<file path="src/hw/rtl/ipmc_pkg.sv">
package ipmc_pkg;

  // Default header window depth in bytes
  localparam int HEADER_WINDOW_DEF = 54;

  // Descriptor queue depth (one entry per packet waiting to be read out)
  localparam int DESC_DEPTH = 4;

  // Width of the raw one's complement accumulator (nine 16-bit words)
  localparam int SUM_W = 20;

  // Configuration port
  localparam int CFG_AW = 5;
  localparam int CFG_DW = 32;
  localparam int REG_IDX_W = 3;
  localparam logic [REG_IDX_W-1:0] REG_ETH_FRAMING = 3'd0;
  localparam logic [REG_IDX_W-1:0] REG_MARK_ENABLE = 3'd1;
  localparam logic [REG_IDX_W-1:0] REG_ECN_MARK    = 3'd2;
  localparam logic [REG_IDX_W-1:0] REG_DSCP_MARK   = 3'd3;
  localparam logic [REG_IDX_W-1:0] REG_HOP_VALUE   = 3'd4;

  // Register reset values
  localparam logic       RST_ETH_FRAMING = 1'b1;
  localparam logic       RST_MARK_ENABLE = 1'b0;
  localparam logic [1:0] RST_ECN_MARK    = 2'd1;
  localparam logic [5:0] RST_DSCP_MARK   = 6'd18;
  localparam logic [7:0] RST_HOP_VALUE   = 8'd2;

  // Header layout
  localparam int ET_HI_POS     = 12;
  localparam int ET_LO_POS     = 13;
  localparam int ETH_IP_OFF    = 14;
  localparam int RAW_MIN_LEN   = 20;
  localparam int V4_HDR_LEN    = 20;
  localparam int V6_HDR_LEN    = 40;
  localparam int V4_TOS        = 1;
  localparam int V4_TTL        = 8;
  localparam int V4_CK_HI      = 10;
  localparam int V4_CK_LO      = 11;
  localparam int V6_TC_HI      = 0;
  localparam int V6_TC_LO      = 1;
  localparam int V6_HOP        = 7;

  localparam logic [15:0] ETHERTYPE_V4 = 16'h0800;
  localparam logic [15:0] ETHERTYPE_V6 = 16'h86DD;
  localparam logic [3:0]  IP_VERSION_V4 = 4'h4;

  typedef enum logic [1:0] {
    KIND_UNDECIDED = 2'd0,
    KIND_V4        = 2'd1,
    KIND_V6        = 2'd2,
    KIND_PASS      = 2'd3
  } kind_t;

  typedef struct packed {
    logic       eth_framing;
    logic       mark_enable;
    logic [1:0] ecn_mark;
    logic [5:0] dscp_mark;
    logic [7:0] hop_value;
  } cfg_t;

  // Per-packet decision handed from the scan side to the emit side
  typedef struct packed {
    kind_t            kind;
    logic [SUM_W-1:0] sum;
  } desc_t;

  typedef struct packed {
    logic full;
    logic empty;
  } emit_status_t;

  // Traffic class byte: DSCP in the upper six bits, ECN in the lower two
  function automatic logic [7:0] traffic_class(input cfg_t c);
    return {c.dscp_mark, c.ecn_mark};
  endfunction

endpackage

</file>
<file path="src/hw/rtl/ip_header_marker_checksum_unit.sv">
// IPv4/IPv6 header marker with IPv4 header checksum rewrite.
// Input channel (in_valid/in_stall, in_byte, in_last) takes one packet byte
// per cycle unless stalled; in_last flags the final byte. Output channel
// (out_valid/out_stall, out_byte, out_last) returns the same bytes in
// order. The first HEADER_WINDOW bytes of a packet are held back until the
// window fills or the packet ends; the packet is then classified,
// optionally marked, and the IPv4 checksum recomputed. The held bytes leave
// at one per cycle unless stalled, via the output register, the first once
// the closing byte is taken; later bytes follow as taken once the backlog
// is gone. Throughput is one byte per cycle when unstalled, set by the
// single write and read port of the byte ring (depth: smallest power of
// two >= window + 4). in_stall rises only when the ring or the four-entry
// packet descriptor queue is full. An output stall holds out_byte/out_last;
// input keeps flowing into the ring until it or the descriptor queue fills.
// Reset empties the ring and queue and loads the register defaults; no
// clearing pass is needed. Registers must be written over the APB port at
// byte address 4*index only while the block is idle; it is not enforced.
module ip_header_marker_checksum_unit #(
  parameter int HEADER_WINDOW = ipmc_pkg::HEADER_WINDOW_DEF
) (
  input  logic                        clk,
  input  logic                        rst,
  input  logic                        in_valid,
  output logic                        in_stall,
  input  logic [7:0]                  in_byte,
  input  logic                        in_last,
  output logic                        out_valid,
  input  logic                        out_stall,
  output logic [7:0]                  out_byte,
  output logic                        out_last,
  input  logic                        psel,
  input  logic                        penable,
  input  logic                        pwrite,
  input  logic [ipmc_pkg::CFG_AW-1:0] paddr,
  input  logic [ipmc_pkg::CFG_DW-1:0] pwdata,
  output logic [ipmc_pkg::CFG_DW-1:0] prdata,
  output logic                        pready
);

  ipmc_pkg::cfg_t         cfg;
  ipmc_pkg::desc_t        desc;
  ipmc_pkg::emit_status_t emit_status;
  logic                   acc;
  logic                   wr_release;
  logic                   desc_push;
  logic                   ring_full;
  logic                   ring_avail;
  logic                   rd_pop;
  logic [7:0]             rd_byte;
  logic                   rd_last;

  assign in_stall = ring_full || emit_status.full;
  assign acc      = in_valid && !in_stall;

  ipmc_cfg_regs u_cfg (
    .clk     (clk),
    .rst     (rst),
    .psel    (psel),
    .penable (penable),
    .pwrite  (pwrite),
    .paddr   (paddr),
    .pwdata  (pwdata),
    .prdata  (prdata),
    .pready  (pready),
    .cfg     (cfg)
  );

  ipmc_hdr_scan #(.HEADER_WINDOW(HEADER_WINDOW)) u_scan (
    .clk        (clk),
    .rst        (rst),
    .cfg        (cfg),
    .acc        (acc),
    .in_byte    (in_byte),
    .in_last    (in_last),
    .wr_release (wr_release),
    .desc_push  (desc_push),
    .desc       (desc)
  );

  ipmc_ring #(.HEADER_WINDOW(HEADER_WINDOW)) u_ring (
    .clk        (clk),
    .rst        (rst),
    .wr_en      (acc),
    .wr_release (wr_release),
    .wr_byte    (in_byte),
    .wr_last    (in_last),
    .rd_pop     (rd_pop),
    .full       (ring_full),
    .avail      (ring_avail),
    .rd_byte    (rd_byte),
    .rd_last    (rd_last)
  );

  ipmc_emit #(.HEADER_WINDOW(HEADER_WINDOW)) u_emit (
    .clk       (clk),
    .rst       (rst),
    .cfg       (cfg),
    .desc_push (desc_push),
    .desc_in   (desc),
    .rd_avail  (ring_avail),
    .rd_byte   (rd_byte),
    .rd_last   (rd_last),
    .rd_pop    (rd_pop),
    .status    (emit_status),
    .out_valid (out_valid),
    .out_stall (out_stall),
    .out_byte  (out_byte),
    .out_last  (out_last)
  );

`ifndef SYNTHESIS
  // a released byte always has its packet descriptor queued
  a_desc_for_release: assert property (@(posedge clk) disable iff (rst)
    ring_avail |-> !emit_status.empty)
    else $error("released ring data without a packet descriptor");

  // a descriptor is queued only on an accepted byte that releases the window
  a_push_on_release: assert property (@(posedge clk) disable iff (rst)
    desc_push |-> (acc && wr_release))
    else $error("descriptor queued outside a window close");

  // nothing is presented right after reset
  a_reset_idle: assert property (@(posedge clk)
    rst |=> !out_valid)
    else $error("output valid after reset");
`endif

endmodule

</file>
<file path="src/hw/rtl/ipmc_cfg_regs.sv">
module ipmc_cfg_regs (
  input  logic                        clk,
  input  logic                        rst,
  input  logic                        psel,
  input  logic                        penable,
  input  logic                        pwrite,
  input  logic [ipmc_pkg::CFG_AW-1:0] paddr,
  input  logic [ipmc_pkg::CFG_DW-1:0] pwdata,
  output logic [ipmc_pkg::CFG_DW-1:0] prdata,
  output logic                        pready,
  output ipmc_pkg::cfg_t              cfg
);

  logic                              wr_req;
  logic [ipmc_pkg::REG_IDX_W-1:0]    reg_idx;

  assign pready  = 1'b1;
  assign wr_req  = psel && penable && pwrite;
  assign reg_idx = paddr[ipmc_pkg::CFG_AW-1:2];

  // register writes; indexes past the list are dropped
  always_ff @(posedge clk) begin
    if (rst) begin
      cfg.eth_framing <= ipmc_pkg::RST_ETH_FRAMING;
      cfg.mark_enable <= ipmc_pkg::RST_MARK_ENABLE;
      cfg.ecn_mark    <= ipmc_pkg::RST_ECN_MARK;
      cfg.dscp_mark   <= ipmc_pkg::RST_DSCP_MARK;
      cfg.hop_value   <= ipmc_pkg::RST_HOP_VALUE;
    end else if (wr_req) begin
      unique case (reg_idx)
        ipmc_pkg::REG_ETH_FRAMING: cfg.eth_framing <= pwdata[0];
        ipmc_pkg::REG_MARK_ENABLE: cfg.mark_enable <= pwdata[0];
        ipmc_pkg::REG_ECN_MARK:    cfg.ecn_mark    <= pwdata[1:0];
        ipmc_pkg::REG_DSCP_MARK:   cfg.dscp_mark   <= pwdata[5:0];
        ipmc_pkg::REG_HOP_VALUE:   cfg.hop_value   <= pwdata[7:0];
        default: ;
      endcase
    end
  end

  // read mux
  always_comb begin
    unique case (reg_idx)
      ipmc_pkg::REG_ETH_FRAMING: prdata = ipmc_pkg::CFG_DW'(cfg.eth_framing);
      ipmc_pkg::REG_MARK_ENABLE: prdata = ipmc_pkg::CFG_DW'(cfg.mark_enable);
      ipmc_pkg::REG_ECN_MARK:    prdata = ipmc_pkg::CFG_DW'(cfg.ecn_mark);
      ipmc_pkg::REG_DSCP_MARK:   prdata = ipmc_pkg::CFG_DW'(cfg.dscp_mark);
      ipmc_pkg::REG_HOP_VALUE:   prdata = ipmc_pkg::CFG_DW'(cfg.hop_value);
      default:                   prdata = '0;
    endcase
  end

endmodule

</file>
<file path="src/hw/rtl/ipmc_hdr_scan.sv">
module ipmc_hdr_scan #(
  parameter int HEADER_WINDOW = ipmc_pkg::HEADER_WINDOW_DEF
) (
  input  logic           clk,
  input  logic           rst,
  input  ipmc_pkg::cfg_t cfg,
  input  logic           acc,
  input  logic [7:0]     in_byte,
  input  logic           in_last,
  output logic           wr_release,
  output logic           desc_push,
  output ipmc_pkg::desc_t desc
);

  localparam int CW = $clog2(HEADER_WINDOW + 1);
  localparam int SW = ipmc_pkg::SUM_W;

  logic [CW-1:0]   byte_count;
  logic [CW-1:0]   count_inc;
  logic [CW-1:0]   ip_off;
  logic [CW-1:0]   pos_rel;
  logic            flushed;
  logic            flush_now;
  logic [7:0]      et_hi;
  logic [7:0]      et_lo;
  logic [3:0]      version;
  logic [7:0]      word_byte;
  logic [SW-1:0]   sum;
  logic [SW-1:0]   sum_base;
  logic [SW-1:0]   addend;
  logic [SW-1:0]   sum_next;
  logic [15:0]     ethertype;
  ipmc_pkg::kind_t kind;

  assign count_inc  = byte_count + CW'(1);
  assign flush_now  = acc && !flushed && ((count_inc == CW'(HEADER_WINDOW)) || in_last);
  // bytes after the window, and the window itself once it closes, go out
  assign wr_release = flushed || flush_now;

  assign ip_off  = cfg.eth_framing ? CW'(ipmc_pkg::ETH_IP_OFF) : '0;
  // wraps high ahead of the IP header, so only the header range compares low
  assign pos_rel = byte_count - ip_off;

  // checksum word contribution, with marked fields substituted
  always_comb begin
    word_byte = in_byte;
    if (cfg.mark_enable && pos_rel == CW'(ipmc_pkg::V4_TOS)) begin
      word_byte = ipmc_pkg::traffic_class(cfg);
    end else if (cfg.mark_enable && pos_rel == CW'(ipmc_pkg::V4_TTL)) begin
      word_byte = cfg.hop_value;
    end
    addend = '0;
    if (pos_rel < CW'(ipmc_pkg::V4_HDR_LEN) && pos_rel != CW'(ipmc_pkg::V4_CK_HI) &&
        pos_rel != CW'(ipmc_pkg::V4_CK_LO)) begin
      addend = pos_rel[0] ? SW'(word_byte) : SW'({word_byte, 8'h00});
    end
  end

  assign sum_base = (byte_count == '0) ? '0 : sum;
  assign sum_next = sum_base + addend;

  // classify on the byte count the window holds after this byte
  assign ethertype = {et_hi, et_lo};
  always_comb begin
    kind = ipmc_pkg::KIND_PASS;
    if (cfg.eth_framing) begin
      if (count_inc >= CW'(ipmc_pkg::ETH_IP_OFF)) begin
        if (ethertype == ipmc_pkg::ETHERTYPE_V4 &&
            count_inc >= CW'(ipmc_pkg::ETH_IP_OFF + ipmc_pkg::V4_HDR_LEN)) begin
          kind = ipmc_pkg::KIND_V4;
        end else if (ethertype == ipmc_pkg::ETHERTYPE_V6 &&
                     count_inc >= CW'(ipmc_pkg::ETH_IP_OFF + ipmc_pkg::V6_HDR_LEN)) begin
          kind = ipmc_pkg::KIND_V6;
        end
      end
    end else if (count_inc >= CW'(ipmc_pkg::RAW_MIN_LEN)) begin
      if (version == ipmc_pkg::IP_VERSION_V4) begin
        kind = ipmc_pkg::KIND_V4;
      end else if (count_inc >= CW'(ipmc_pkg::V6_HDR_LEN)) begin
        kind = ipmc_pkg::KIND_V6;
      end
    end
  end

  assign desc_push = flush_now;
  assign desc.kind = kind;
  assign desc.sum  = sum_next;

  // packet position tracking
  always_ff @(posedge clk) begin
    if (rst) begin
      byte_count <= '0;
      flushed    <= 1'b0;
    end else if (acc) begin
      if (in_last) begin
        byte_count <= '0;
        flushed    <= 1'b0;
      end else if (flush_now) begin
        flushed    <= 1'b1;
      end else if (!flushed) begin
        byte_count <= count_inc;
      end
    end
  end

  // header field capture and checksum accumulation
  always_ff @(posedge clk) begin
    if (acc && !flushed) begin
      sum <= sum_next;
      if (byte_count == CW'(ipmc_pkg::ET_HI_POS)) et_hi <= in_byte;
      if (byte_count == CW'(ipmc_pkg::ET_LO_POS)) et_lo <= in_byte;
      if (byte_count == '0) version <= in_byte[7:4];
    end
  end

endmodule

</file>
<file path="src/hw/rtl/ipmc_ring.sv">
module ipmc_ring #(
  parameter int HEADER_WINDOW = ipmc_pkg::HEADER_WINDOW_DEF
) (
  input  logic       clk,
  input  logic       rst,
  input  logic       wr_en,
  input  logic       wr_release,
  input  logic [7:0] wr_byte,
  input  logic       wr_last,
  input  logic       rd_pop,
  output logic       full,
  output logic       avail,
  output logic [7:0] rd_byte,
  output logic       rd_last
);

  // room for a full window plus the bytes in flight behind it
  localparam int DEPTH = 2 ** $clog2(HEADER_WINDOW + 4);
  localparam int AW    = $clog2(DEPTH);

  logic [8:0]  mem [DEPTH];
  logic [AW:0] wp;
  logic [AW:0] rp;
  logic [AW:0] relp;
  logic [AW:0] rp_next;
  logic [AW:0] fill;
  logic [8:0]  rdata;

  assign rp_next = rp + (AW+1)'(rd_pop);
  assign fill    = wp - rp;
  assign full    = (fill == (AW+1)'(DEPTH));
  // bytes below the release pointer have their packet decided
  assign avail   = (relp != rp);

  always_ff @(posedge clk) begin
    if (rst) begin
      wp   <= '0;
      rp   <= '0;
      relp <= '0;
    end else begin
      rp <= rp_next;
      if (wr_en) begin
        wp <= wp + (AW+1)'(1);
        if (wr_release) relp <= wp + (AW+1)'(1);
      end
    end
  end

  // storage; the head entry is kept in rdata, with write-through on a hit
  always_ff @(posedge clk) begin
    if (wr_en) mem[wp[AW-1:0]] <= {wr_last, wr_byte};
    if (wr_en && wp[AW-1:0] == rp_next[AW-1:0]) begin
      rdata <= {wr_last, wr_byte};
    end else begin
      rdata <= mem[rp_next[AW-1:0]];
    end
  end

  assign rd_byte = rdata[7:0];
  assign rd_last = rdata[8];

endmodule

</file>
<file path="src/hw/rtl/ipmc_emit.sv">
module ipmc_emit #(
  parameter int HEADER_WINDOW = ipmc_pkg::HEADER_WINDOW_DEF
) (
  input  logic                   clk,
  input  logic                   rst,
  input  ipmc_pkg::cfg_t         cfg,
  input  logic                   desc_push,
  input  ipmc_pkg::desc_t        desc_in,
  input  logic                   rd_avail,
  input  logic [7:0]             rd_byte,
  input  logic                   rd_last,
  output logic                   rd_pop,
  output ipmc_pkg::emit_status_t status,
  output logic                   out_valid,
  input  logic                   out_stall,
  output logic [7:0]             out_byte,
  output logic                   out_last
);

  localparam int PW = $clog2(HEADER_WINDOW + 1);
  localparam int DD = ipmc_pkg::DESC_DEPTH;
  localparam int DW = $clog2(DD);

  ipmc_pkg::desc_t desc_mem [DD];
  ipmc_pkg::desc_t head;
  logic [DW:0]     dwp;
  logic [DW:0]     drp;
  logic [PW-1:0]   rpos;
  logic [PW-1:0]   ip_off;
  logic [PW-1:0]   rel;
  logic [16:0]     fold1;
  logic [15:0]     fold2;
  logic [15:0]     cksum;
  logic [7:0]      tc;
  logic [7:0]      new_byte;

  // descriptor queue, one entry per packet
  assign head         = desc_mem[drp[DW-1:0]];
  assign status.full  = ((dwp - drp) == (DW+1)'(DD));
  assign status.empty = (dwp == drp);

  assign rd_pop = rd_avail && (!out_valid || !out_stall);

  always_ff @(posedge clk) begin
    if (desc_push) desc_mem[dwp[DW-1:0]] <= desc_in;
  end

  always_ff @(posedge clk) begin
    if (rst) begin
      dwp  <= '0;
      drp  <= '0;
      rpos <= '0;
    end else begin
      if (desc_push) dwp <= dwp + (DW+1)'(1);
      if (rd_pop) begin
        if (rd_last) begin
          drp  <= drp + (DW+1)'(1);
          rpos <= '0;
        end else if (rpos != PW'(HEADER_WINDOW)) begin
          rpos <= rpos + PW'(1);
        end
      end
    end
  end

  // end-around carry fold and complement
  assign fold1 = 17'(head.sum[15:0]) + 17'(head.sum[ipmc_pkg::SUM_W-1:16]);
  assign fold2 = fold1[15:0] + 16'(fold1[16]);
  assign cksum = ~fold2;

  assign tc     = ipmc_pkg::traffic_class(cfg);
  assign ip_off = cfg.eth_framing ? PW'(ipmc_pkg::ETH_IP_OFF) : '0;
  assign rel    = rpos - ip_off;

  // header field rewrite
  always_comb begin
    new_byte = rd_byte;
    case (head.kind)
      ipmc_pkg::KIND_V4: begin
        if (cfg.mark_enable && rel == PW'(ipmc_pkg::V4_TOS)) begin
          new_byte = tc;
        end else if (cfg.mark_enable && rel == PW'(ipmc_pkg::V4_TTL)) begin
          new_byte = cfg.hop_value;
        end else if (rel == PW'(ipmc_pkg::V4_CK_HI)) begin
          new_byte = cksum[15:8];
        end else if (rel == PW'(ipmc_pkg::V4_CK_LO)) begin
          new_byte = cksum[7:0];
        end
      end
      ipmc_pkg::KIND_V6: begin
        if (cfg.mark_enable && rel == PW'(ipmc_pkg::V6_TC_HI)) begin
          new_byte = {rd_byte[7:4], tc[7:4]};
        end else if (cfg.mark_enable && rel == PW'(ipmc_pkg::V6_TC_LO)) begin
          new_byte = {tc[3:0], rd_byte[3:0]};
        end else if (cfg.mark_enable && rel == PW'(ipmc_pkg::V6_HOP)) begin
          new_byte = cfg.hop_value;
        end
      end
      default: ;
    endcase
  end

  // output register
  always_ff @(posedge clk) begin
    if (rst) begin
      out_valid <= 1'b0;
    end else if (rd_pop) begin
      out_valid <= 1'b1;
    end else if (!out_stall) begin
      out_valid <= 1'b0;
    end
  end

  always_ff @(posedge clk) begin
    if (rd_pop) begin
      out_byte <= new_byte;
      out_last <= rd_last;
    end
  end

endmodule
</file>
<file path="config.mk">
export PLATFORM = sky130hd
export DESIGN_NAME = ip_header_marker_checksum_unit
export DESIGN_NICKNAME = d
export VERILOG_FILES = /design/src/hw/rtl/ipmc_pkg.sv /design/src/hw/rtl/ip_header_marker_checksum_unit.sv /design/src/hw/rtl/ipmc_cfg_regs.sv /design/src/hw/rtl/ipmc_hdr_scan.sv /design/src/hw/rtl/ipmc_ring.sv /design/src/hw/rtl/ipmc_emit.sv
export SDC_FILE = /design/constraint.sdc
export NUM_CORES = 1
export LEC_CHECK = 0
export BUFFER_PORTS_ARGS = -buffer_cell sky130_fd_sc_hd__buf_2
export CELL_PAD_IN_SITES_DETAIL_PLACEMENT = 0
export CELL_PAD_IN_SITES_GLOBAL_PLACEMENT = 1
export CORE_UTILIZATION = 47
export DETAILED_ROUTE_END_ITERATION = 10
export PLACE_DENSITY_LB_ADDON = 0.25
export SYNTH_ARGS = -nofsm -noshare
export SYNTH_HDL_FRONTEND = slang
export SYNTH_SLANG_ARGS = --single-unit
</file>
<file path="constraint.sdc">
create_clock -name clk -period 13.6 [get_ports clk]
set_input_delay 0.68 -clock clk [delete_from_list [all_inputs] [get_ports clk]]
set_output_delay 0.68 -clock clk [all_outputs]
set_load 0.01 [all_outputs]
</file>
# ---- Word level (Yosys, flattened, before mapping)
# Memories as Yosys holds them, arrays and structs flattened. A register that Yosys moved wholly into a read port is not among the register bits.
# Cells that the tools add are included.
# W data, S select, Z words.
dict set report classes {
  bitwise 1
  reduce_logical 42
  n_eq_ne 28
  magnitude_cmp 6
  n_mux 37
  add_sub_neg 13
}
# operator count
set op_table {}
lappend op_table {{$mux W8} 9}
lappend op_table {{$mux W20} 2}
lappend op_table {{$pmux W8 S5} 1}
lappend op_table {{$eq A6 B4 Y1 const B} 6}
lappend op_table {{$mux W6} 5}
lappend op_table {{$reduce_and A2 Y1} 12}
lappend op_table {{$add A20 B20 Y20} 1}
lappend op_table {{$ge A6 B6 Y1 const B} 3}
lappend op_table {{$add A16 B4 Y17} 1}
lappend op_table {{$add A16 B1 Y16} 1}
lappend op_table {{$eq A16 B12 Y1 const B} 1}
lappend op_table {{$eq A16 B16 Y1 const B} 1}
lappend op_table {{$logic_and A1 B1 Y1} 16}
lappend op_table {{$mux W16} 1}
lappend op_table {{$not A16 Y16} 1}
lappend op_table {{$pmux W8 S2} 1}
lappend op_table {{$mux W2} 7}
lappend op_table {{$add A6 B1 Y6 const B} 2}
lappend op_table {{$eq A6 B1 Y1 const B} 2}
lappend op_table {{$logic_not A6 Y1} 2}
lappend op_table {{$ne A6 B4 Y1 const B} 2}
lappend op_table {{$mux W1} 10}
lappend op_table {{$add A7 B1 Y7} 1}
lappend op_table {{$add A7 B1 Y7 const B} 1}
lappend op_table {{other kinds (27)} 38}
dict set report word_totals {
  memories 2
  out_inout_bits 44
  in_bits 53
  ff_bits 108
  mem_bits_rw 664
}
# memory words width rd rd_ports_with_merged_regs write_ports line_no
set mem_list {}
lappend mem_list {u_ring.mem 64 9 1 1 1 ipmc_ring.sv:21} ;# logic [8:0] mem [DEPTH];
lappend mem_list {u_emit.desc_mem 4 22 1 1 1 ipmc_emit.sv:24} ;# ipmc_pkg::desc_t desc_mem [DD];

# ---- Longest topological paths before layout
# Gate-level depths: netlist of the first run.
dict set report depth {
  ltp_word 9
  mapped_depth 23
  ltp_nobuf 23
}

# ---- Cells and area by module
# A second synthesis of the first run with hierarchy kept.
dict set report unflattened {
  cells_unflattened 2096
  area_unflattened_um2 33952.6
}
# module n_inst cells_each area_per_inst_um2 seq_area_each_um2
set by_module_without_submodules {}
lappend by_module_without_submodules {ipmc_ring 1 1185 23767.8 17837.1}
lappend by_module_without_submodules {ipmc_emit 1 438 5741.8 3213.1}
lappend by_module_without_submodules {ipmc_hdr_scan 1 341 3308.2 1341.3}
lappend by_module_without_submodules {ipmc_cfg_regs 1 130 1121.1 360.3}
lappend by_module_without_submodules {ip_header_marker_checksum_unit 1 2 13.8 0.0}

# ---- Worst setup path before layout of the first run
# Ideal clock, no wire load.
dict set report synth_path {
  path_kind {reg-to-reg}
  start {register u_cfg.cfg[17] (netlist name)}
  end {memory u_emit.desc_mem[0][18] in the netlist's numbering (data pin)}
  arrival_time_ns 4.648
  slack_ns 8.687
  stages_incl_launch_ff 20
  synth_period_minus_slack_ns 4.913
  setup_time_ns 0.264
  t_required_ns 13.336
  path_cell_list {dfxtp_1 > inv_1 > fa_1 > a211oi_1 > xnor2_1 > nand4_1 > mux2i_1 > nor2_1 > a21oi_1 > or2_2 > fa_1 > nor2b_1 > o21ai_0 > a21boi_0 > o21ai_0 > o311a_1 > o31a_1 > a211oi_1 > xnor2_1 > nor2_1}
}
# element line_no
set synth_lines {}
lappend synth_lines {{end, declared} ipmc_emit.sv:24}

==> impl_results.md, run 1 <==
- Status: finished clean
- CP Launch Type: flop
- Worst reg-to-reg setup slack: roughly 7400 ps
- Number of CTS-inserted buffers: about 80
- Hold_sp: pwdata[4]
- CTS Hold Bufs: 0
- Maximum VDD drop: between 0.1 and 0.15 mV
- First-pass GRT wire length: 113,000 um
- Reg2reg end: u_emit.desc_mem[2][18]
- Reg2reg start: u_cfg.cfg[17]
- Clock insertion delay at the later pin of the skew report: about 640 ps
- Setup crit end kind: flop
- Synth async-reset ratio: 0%
- Pint: about 4.5 mW
- Worst-Margin Slew: between 1000 and 1500 ps
- Max incr delay on CP: a little under 700 ps
- Peak Freq: around 0.16 GHz
- Period utilization: 45.4%
- Library cells used by synthesis: 84
- Ranking of synthesized cells by area: edfxtp_1, mux4_2, dfxtp_1, ha_1, nor2_1
- Synth area leader: edfxtp_1
- Initial antenna violation count: 2
- GRT Resource Usage Total: about 22%
- CTS Sinks: ~800
- CORE AREA: roughly 70,000 um^2
- Synth warn: 0
- Die Y: 268 um
- Post-synth top area share: between 60% and 70%
- Cell family with the largest share of critical-path delay: compound AO/OA/AOI/OAI gates
- CTS clk-pin slew, worst paths: 60 ps
- Final Util: between 50% and 60%
- Crit Path Class: reg -> reg
- Clock power frac: between 30% and 40%
- Worst Path Buf+Inv: 1
- Yosys reg bits: between 700 and 800
- Ys flop type: edfxtp_1
- Clk_skew: 25.6 ps
- Setup TNS: 0 ps
- Total wire length: between 70,000 and 80,000 um
- Static Leakage: 12.0 nW
- Unrepaired setup endpoints after global routing: no
- Pwr Total: slightly above 6 mW
- Vias per inst: approximately 5.9
- IO Count: between 90 and 100
- Hold endpoint: u_cfg.cfg[12]
- Post-synthesis average cell area: 17.5 um^2
- Largest net degree at the start of global routing: 68
- Final Max Slew Viols: 0
- Clock buffer depth: 3
- Fin. Hold Viols: 0
- Routed length per instance: 25.5 um
- Worst Path Arrival: 6570 ps
- ANT nets after route: 0
- Row count: 97
- # Post-CTS Setup Buffers: 0
- Worst Path Required: between 10,000 and 15,000 ps
- DPL Wire Length: roughly 49,000 um
- Min Tclk post-route: ~6200 ps
- Seq pwr share: 44.6%
- Power share of the combinational group: 22.2%
- Max Fanout on Critical Path: 16
- Hold WC Path Type: in -> reg
- Drt pass-1 iters: 5
- Clk root buf: clkbuf_16
- Max-cap violations: 0
- Sequential Area: about 23,000 um^2
- Slew HR: approximately an eighth
- CTS H-tree lvls: 3
- Post-Synthesis Cells: between 1,500 and 2,000
- Pwr/cell area: around 170 nW/um^2
- Post-synth EDFFs: 713
- Mapped Area: ~33,000 um^2
- CP max stage cell: nor2_1
- Post-layout nets: ~2,100
- Psw: 1.74 mW
- Die area: approximately 70,000 um^2
- Fraction of layout instances using a drive strength above 1: around a fifth
- Grt ovf: 0
- Multi-input gate area: 9930 um^2
- Sw frac: roughly 28%
- Seq/Total Area, Yosys: around two thirds
- Worst-path cell chain: inv_1 > fa_1 > a211oi_1 > xnor2_1 > nand3_1 > nor2_1 > a21oi_1 > or2_2 > fa_1 > nor2b_1 > o21ai_0 > a21boi_0 > o21ai_0 > o311a_1 > o31a_1 > a211oi_1 > xnor2_1 > nor2_1
- Global placer's final weighted congestion: 0.824
- Vias: roughly 18,000
- Ant. Diodes: 0
- Area grow syn2layout: 10.8%
- CTS resizes: 0
- Initial Utilization: 47.6%
- Final setup viols: 0
- Fillers: 5,658
- IO Port Bufs: 45
- CTS tree: built
- R2R cell count: 18
- Hold path depth: 2
- 1st-iter DRT viols: 1,921
- Vias in the first global route: between 15,000 and 20,000
- DRC Markers: 0
- Die X: between 200 and 300 um
==> worst max-delay path by stage <==
| stage | start | endpoint | slack (ps) | depth (start not counted) |
|---|---|---|---|---|
| 2_1_floorplan | u_cfg.cfg[17] | u_emit.desc_mem[0][18] | 8690 | 19 |
| 3_3_place_gp | u_cfg.cfg[17] | u_emit.desc_mem[0][18] | 7750 | 18 |
| 3_5_place_dp | u_cfg.cfg[17] | u_emit.desc_mem[0][18] | 7620 | 18 |
| 4_1_cts | u_cfg.cfg[17] | u_emit.desc_mem[2][18] | 7580 | 18 |
| 5_1_grt | u_cfg.cfg[17] | u_emit.desc_mem[2][18] | 6950 | 18 |
| 6_report | u_cfg.cfg[17] | u_emit.desc_mem[2][18] | 7430 | 18 |
==> cell type report <==
class	instances	area share, %
clock buffer	101	5.57
clock inverter	34	1.03
inverter	44	0.447
multi-input combinational	1004	26.9
sequential	780	61.6
tap	940	3.18
timing repair buffer	81	1.34
==> flip-flops by register name, indices dropped and copies added (netlist names), 6 cells and up, named ones only <==
register and flops:
u_ring.mem 576, u_emit.desc_mem 88, u_scan.sum 20, u_cfg.cfg 18
u_emit.out_byte 8, u_scan.et_hi 8, u_scan.et_lo 8, u_ring.relp 7
u_ring.rp 7, u_ring.wp 7, u_emit.rpos 6, u_scan.byte_count 6
==> per-layer routing <==
layer | global-route usage (%) | vias to the layer above | share of wire (%)
li1 | - | 7736 | -
met1 | 30.2 | 9134 | 43
met2 | 35.6 | 523 | 49
met3 | 3.50 | 108 | 5.7
met4 | 6.10 | 0 | 2.4
met5 | 0 | - | 0
==> power by group through the flow <==
stage	registers [mW]	logic, mW	clock network [mW]
3_3_place_gp	2.83	1.38	0
6_report	2.78	1.39	2.07
2_1_floorplan	2.78	1.03	0
4_1_cts	2.78	1.40	2.11
5_1_grt	2.79	1.48	2.20
3_5_place_dp	2.84	1.39	0
==> through the flow <==
stage | cell area [um^2] | std cells | worst slack [ps] | hold WS [ps]
6_report | 37000 | 2984 | 7430 | 313
5_1_grt | 37000 | 2984 | 6950 | 273
4_1_cts | 37000 | 2984 | 7580 | 267
3_5_place_dp | 34500 | 2849 | 7620 | 478
3_3_place_gp | 34500 | 2849 | 7750 | 468
2_1_floorplan | 33500 | 1935 | 8690 | 466
==> cells in the final DEF, fill, tap and decap left out, types with 25 or more instances in the layout <==
cell         n
a21oi_1     47
xor2_1      25
buf_2       45
inv_1       41
nor2_1     165
mux4_2     182
nand2_1     49
edfxtp_1   713
buf_4       36
conb_1      25
ha_1        51
clkbuf_16   79
dfxtp_1     64
o21ai_0     35
mux2i_1     30
xnor2_1     49
nand3_1     36
nor2b_1     26
==> synth_stat cells (all sizes together), types with 4 or more instances <==
library cell	n
ha	51
nor2b	26
mux4	205
nor2	166
o211ai	5
nand2b	12
a211o	5
or4	5
mux2	8
or2	12
o31a	4
nand3b	6
a22o	5
fa	4
o22ai	7
edfxtp	713
a21o	6
o221a	8
clkbuf	35
nor4	12
a211oi	16
mux2i	30
xnor2	49
nand3	36
dfxtp	67
buf	72
o21ai	39
or3	6
xor2	25
a21oi	48
a22oi	6
inv	42
nand2	50
o31ai	7
and2	25
nor3	23
nor4b	4
a21boi	4
o21a	6
nand4	11
and3	13
==> logic make-up (layout without fill, tap and decap cells) <==
logic type | Yosys count | in the layout | share of synthesized area [%]
AOI/OAI and AO/OA | 185 | 185 | 3.75
xor gates and xnor gates | 74 | 74 | 1.94
adders and majority gates | 55 | 55 | 2.15
buffers and inverters | 151 | 260 | 2.35
DFF | 780 | 780 | 68.2
muxes | 243 | 243 | 15.3
other | 2 | 25 | 0.0225
and+or+nand+nor | 422 | 422 | 6.34
Note: power is estimated with default switching activity, not from simulation.
==> run 2: changes to the inputs <==
- clock period: 13.6 -> 5.2 ns (I/O delays scaled with it)
==> impl_results.md, run 2 (same netlist as run 1, synthesis figures left out) <==
- Cell family with the largest share of critical-path delay: compound AO/OA/AOI/OAI gates
- Max incr delay on CP: roughly 440 ps
- IO Port Bufs: 45
- Hold endpoint: u_scan.flushed
- Final setup viols: 0
- CTS Sinks: 780
- Number of CTS-inserted buffers: 80
- Hold WC Path Type: in -> reg
- CORE AREA: 70,100 um^2
- Peak Freq: between 0.2 and 0.25 GHz
- Initial Utilization: 47.6%
- 1st-iter DRT viols: around 1,500
- CTS tree: built
- Reg2reg end: u_emit.desc_mem[3][18]
- Worst reg-to-reg setup slack: 320 ps
- PnR worst setup slack: between 300 and 400 ps
- Static Leakage: ~13 nW
- Worst Path Required: around 5600 ps
- Slew HR: roughly a quarter
- R2R cell count: 23
- Met1 usage: between 30% and 40%
- Row count: between 90 and 100
- IO Count: between 90 and 100
- Worst Path Buf+Inv: 3
- Worst-path cell chain: inv_1 > ha_1 > inv_1 > fa_1 > a211oi_2 > xnor2_2 > nand4_1 > mux2i_1 > nor2_1 > a21oi_1 > nor2_1 > ha_1 > inv_1 > fa_1 > nor2b_1 > o21ai_0 > a21boi_1 > o21ai_1 > o311a_1 > o31a_1 > a211oi_2 > xnor2_1 > nor2_2
- Area grow syn2layout: 13.5%
- Initial antenna violation count: 2
- First-pass GRT wire length: between 100,000 and 150,000 um
- Global placer's final weighted congestion: ~0.85
- Status: finished clean
- Most common cell after layout, fill and taps aside: edfxtp_1
- DRC Markers: 0
- Clk root buf: clkbuf_16
- Final Util: approximately 54%
- Max Fanout on Critical Path: 5
- Grt met2 use: 37.8%
- Placed cell count: between 2,000 and 3,000
- Max-cap violations: 0
- Worst Path Arrival: about 5200 ps
- Crit Path Class: reg -> reg
- Final Max Slew Viols: 0
- Min Hold Slack: roughly 25 ps
- Period utilization: a little over nine tenths
- Commonest cells after routing, fill and taps aside: edfxtp_1, mux4_2, nor2_1
- Clock insertion delay at the later pin of the skew report: about 630 ps
- Vias in the first global route: between 15,000 and 20,000
- Min Tclk post-route: roughly 5000 ps
- Die area: 72,100 um^2
- Maximum VDD drop: between 0.3 and 0.4 mV
- Routed length per instance: about 26 um
- Largest register FFs: roughly 580
- Vias: approximately 18,000
- CTS H-tree lvls: 3
- Busiest grt layer: met2
- Vias per inst: about 5.8
- Met3 GRT Util: between 3 and 4%
- GRT Resource Usage Total: between 20% and 30%
- Setup crit end kind: flop
- CP max stage cell: fa_1
- Hold path depth: 2
- Pwr/cell area: 440 nW/um^2
- CTS clk-pin slew, worst paths: 60 ps
- Fin. Hold Viols: 0
- Clock buffer depth: 3
- Grt ovf: 0
- Largest net degree at the start of global routing: 68
- CP Launch Type: flop
- Fraction of layout instances using a drive strength above 1: 23.9%
- ANT nets after route: 0
- Worst-Margin Slew: 1140 ps
- Drt pass-1 iters: 6
- Post-layout nets: 2,184
- Total wire length: between 70,000 and 80,000 um
- Non-Filler Instances: slightly above 3,000
- Place WS: ~10 ps
- Die X: 268 um
- Top cell by count, worst path: inv_1
- Hold_sp: in_last
- Reg2reg start: u_scan.byte_count[1]
- DPL Wire Length: 52,000 um
- Die Y: roughly 270 um
- Clk_skew: roughly 23 ps
- Setup TNS: 0 ps
[run 2: cell types whose count changed in the layout (fill, tap and decap cells not counted), sizes merged]
| cell | before | now |
|---|---|---|
| clkinvlp | 3 | 4 |
| bufinv | 4 | 6 |
| clkinv | 24 | 31 |
| diode | 0 | 2 |
| buf | 81 | 157 |
| clkbuf | 101 | 100 |
| inv | 47 | 46 |
| dlygate4sd3 | 0 | 9 |
[run 2: worst max path at each step]
stage	startpoint	end	slack (ps)	cells after the start
after CTS	u_scan.byte_count[1]	u_emit.desc_mem[3][18]	40	23
after detailed placement	u_scan.byte_count[1]	u_emit.desc_mem[3][18]	10	22
final	u_scan.byte_count[1]	u_emit.desc_mem[3][18]	320	23
after floorplan	u_cfg.cfg[17]	u_emit.desc_mem[0][18]	290	19
after global routing	u_scan.byte_count[1]	u_emit.desc_mem[1][18]	-20	23
after global placement	u_scan.byte_count[1]	u_emit.desc_mem[0][18]	110	22
[run 2: final cells by class]
type | count | area, um^2
Fill cell | 5563 | 32300
Sequential cell | 780 | 22800
Multi-Input combinational cell | 1004 | 9960
Clock buffer | 100 | 2180
Timing Repair Buffer | 166 | 1190
Tap cell | 940 | 1180
Clock inverter | 43 | 427
Inverter | 44 | 165
Antenna cell | 2 | 5.00
[run 2: report_power, final]
| group | internal (mW) | switching [mW] | leakage (nW) |
|---|---|---|---|
| sequential | 7.07 | 0.196 | 6.98 |
| combinational | 1.74 | 1.99 | 4.30 |
| clock | 3.29 | 2.36 | 1.27 |
| total | 12.1 | 4.55 | 12.6 |
[run 2: worst register-to-register path, cell delays in order, from the launching register on]
cell      delay, ps
dfxtp_1         310
inv_1           100
ha_1            160
inv_1            60
fa_1            440
a211oi_2        260
xnor2_2         160
nand4_1         250
mux2i_1         180
nor2_1          100
a21oi_1          60
nor2_1          150
ha_1            190
inv_1            60
fa_1            390
nor2b_1         120
o21ai_0         100
a21boi_1        180
o21ai_1         150
o311a_1         400
o31a_1          360
a211oi_2        210
xnor2_1         150
nor2_2           80
[run 2: what timing repair did]
item	in CTS	in global routing
pin swaps	0	2
setup endpoints to repair	5	46
hold buffers	9	0
hold endpoints to repair	19	0
buffers inserted	0	2
resized for setup	1	12
[run 2: per-layer routing]
layer | share of wire, % | wire, um
met1 | 42 | 33600
met2 | 50 | 39600
met3 | 5.4 | 4280
met4 | 2.2 | 1740
met5 | 0 | 0
[run 2: per-stage QoR]
stage          area, um^2  power (mW)
2_1_floorplan       33500        9.98
3_3_place_gp        35100        11.1
3_5_place_dp        35100        11.2
4_1_cts             37800        16.8
5_1_grt             37900        17.3
6_report            37900        16.6
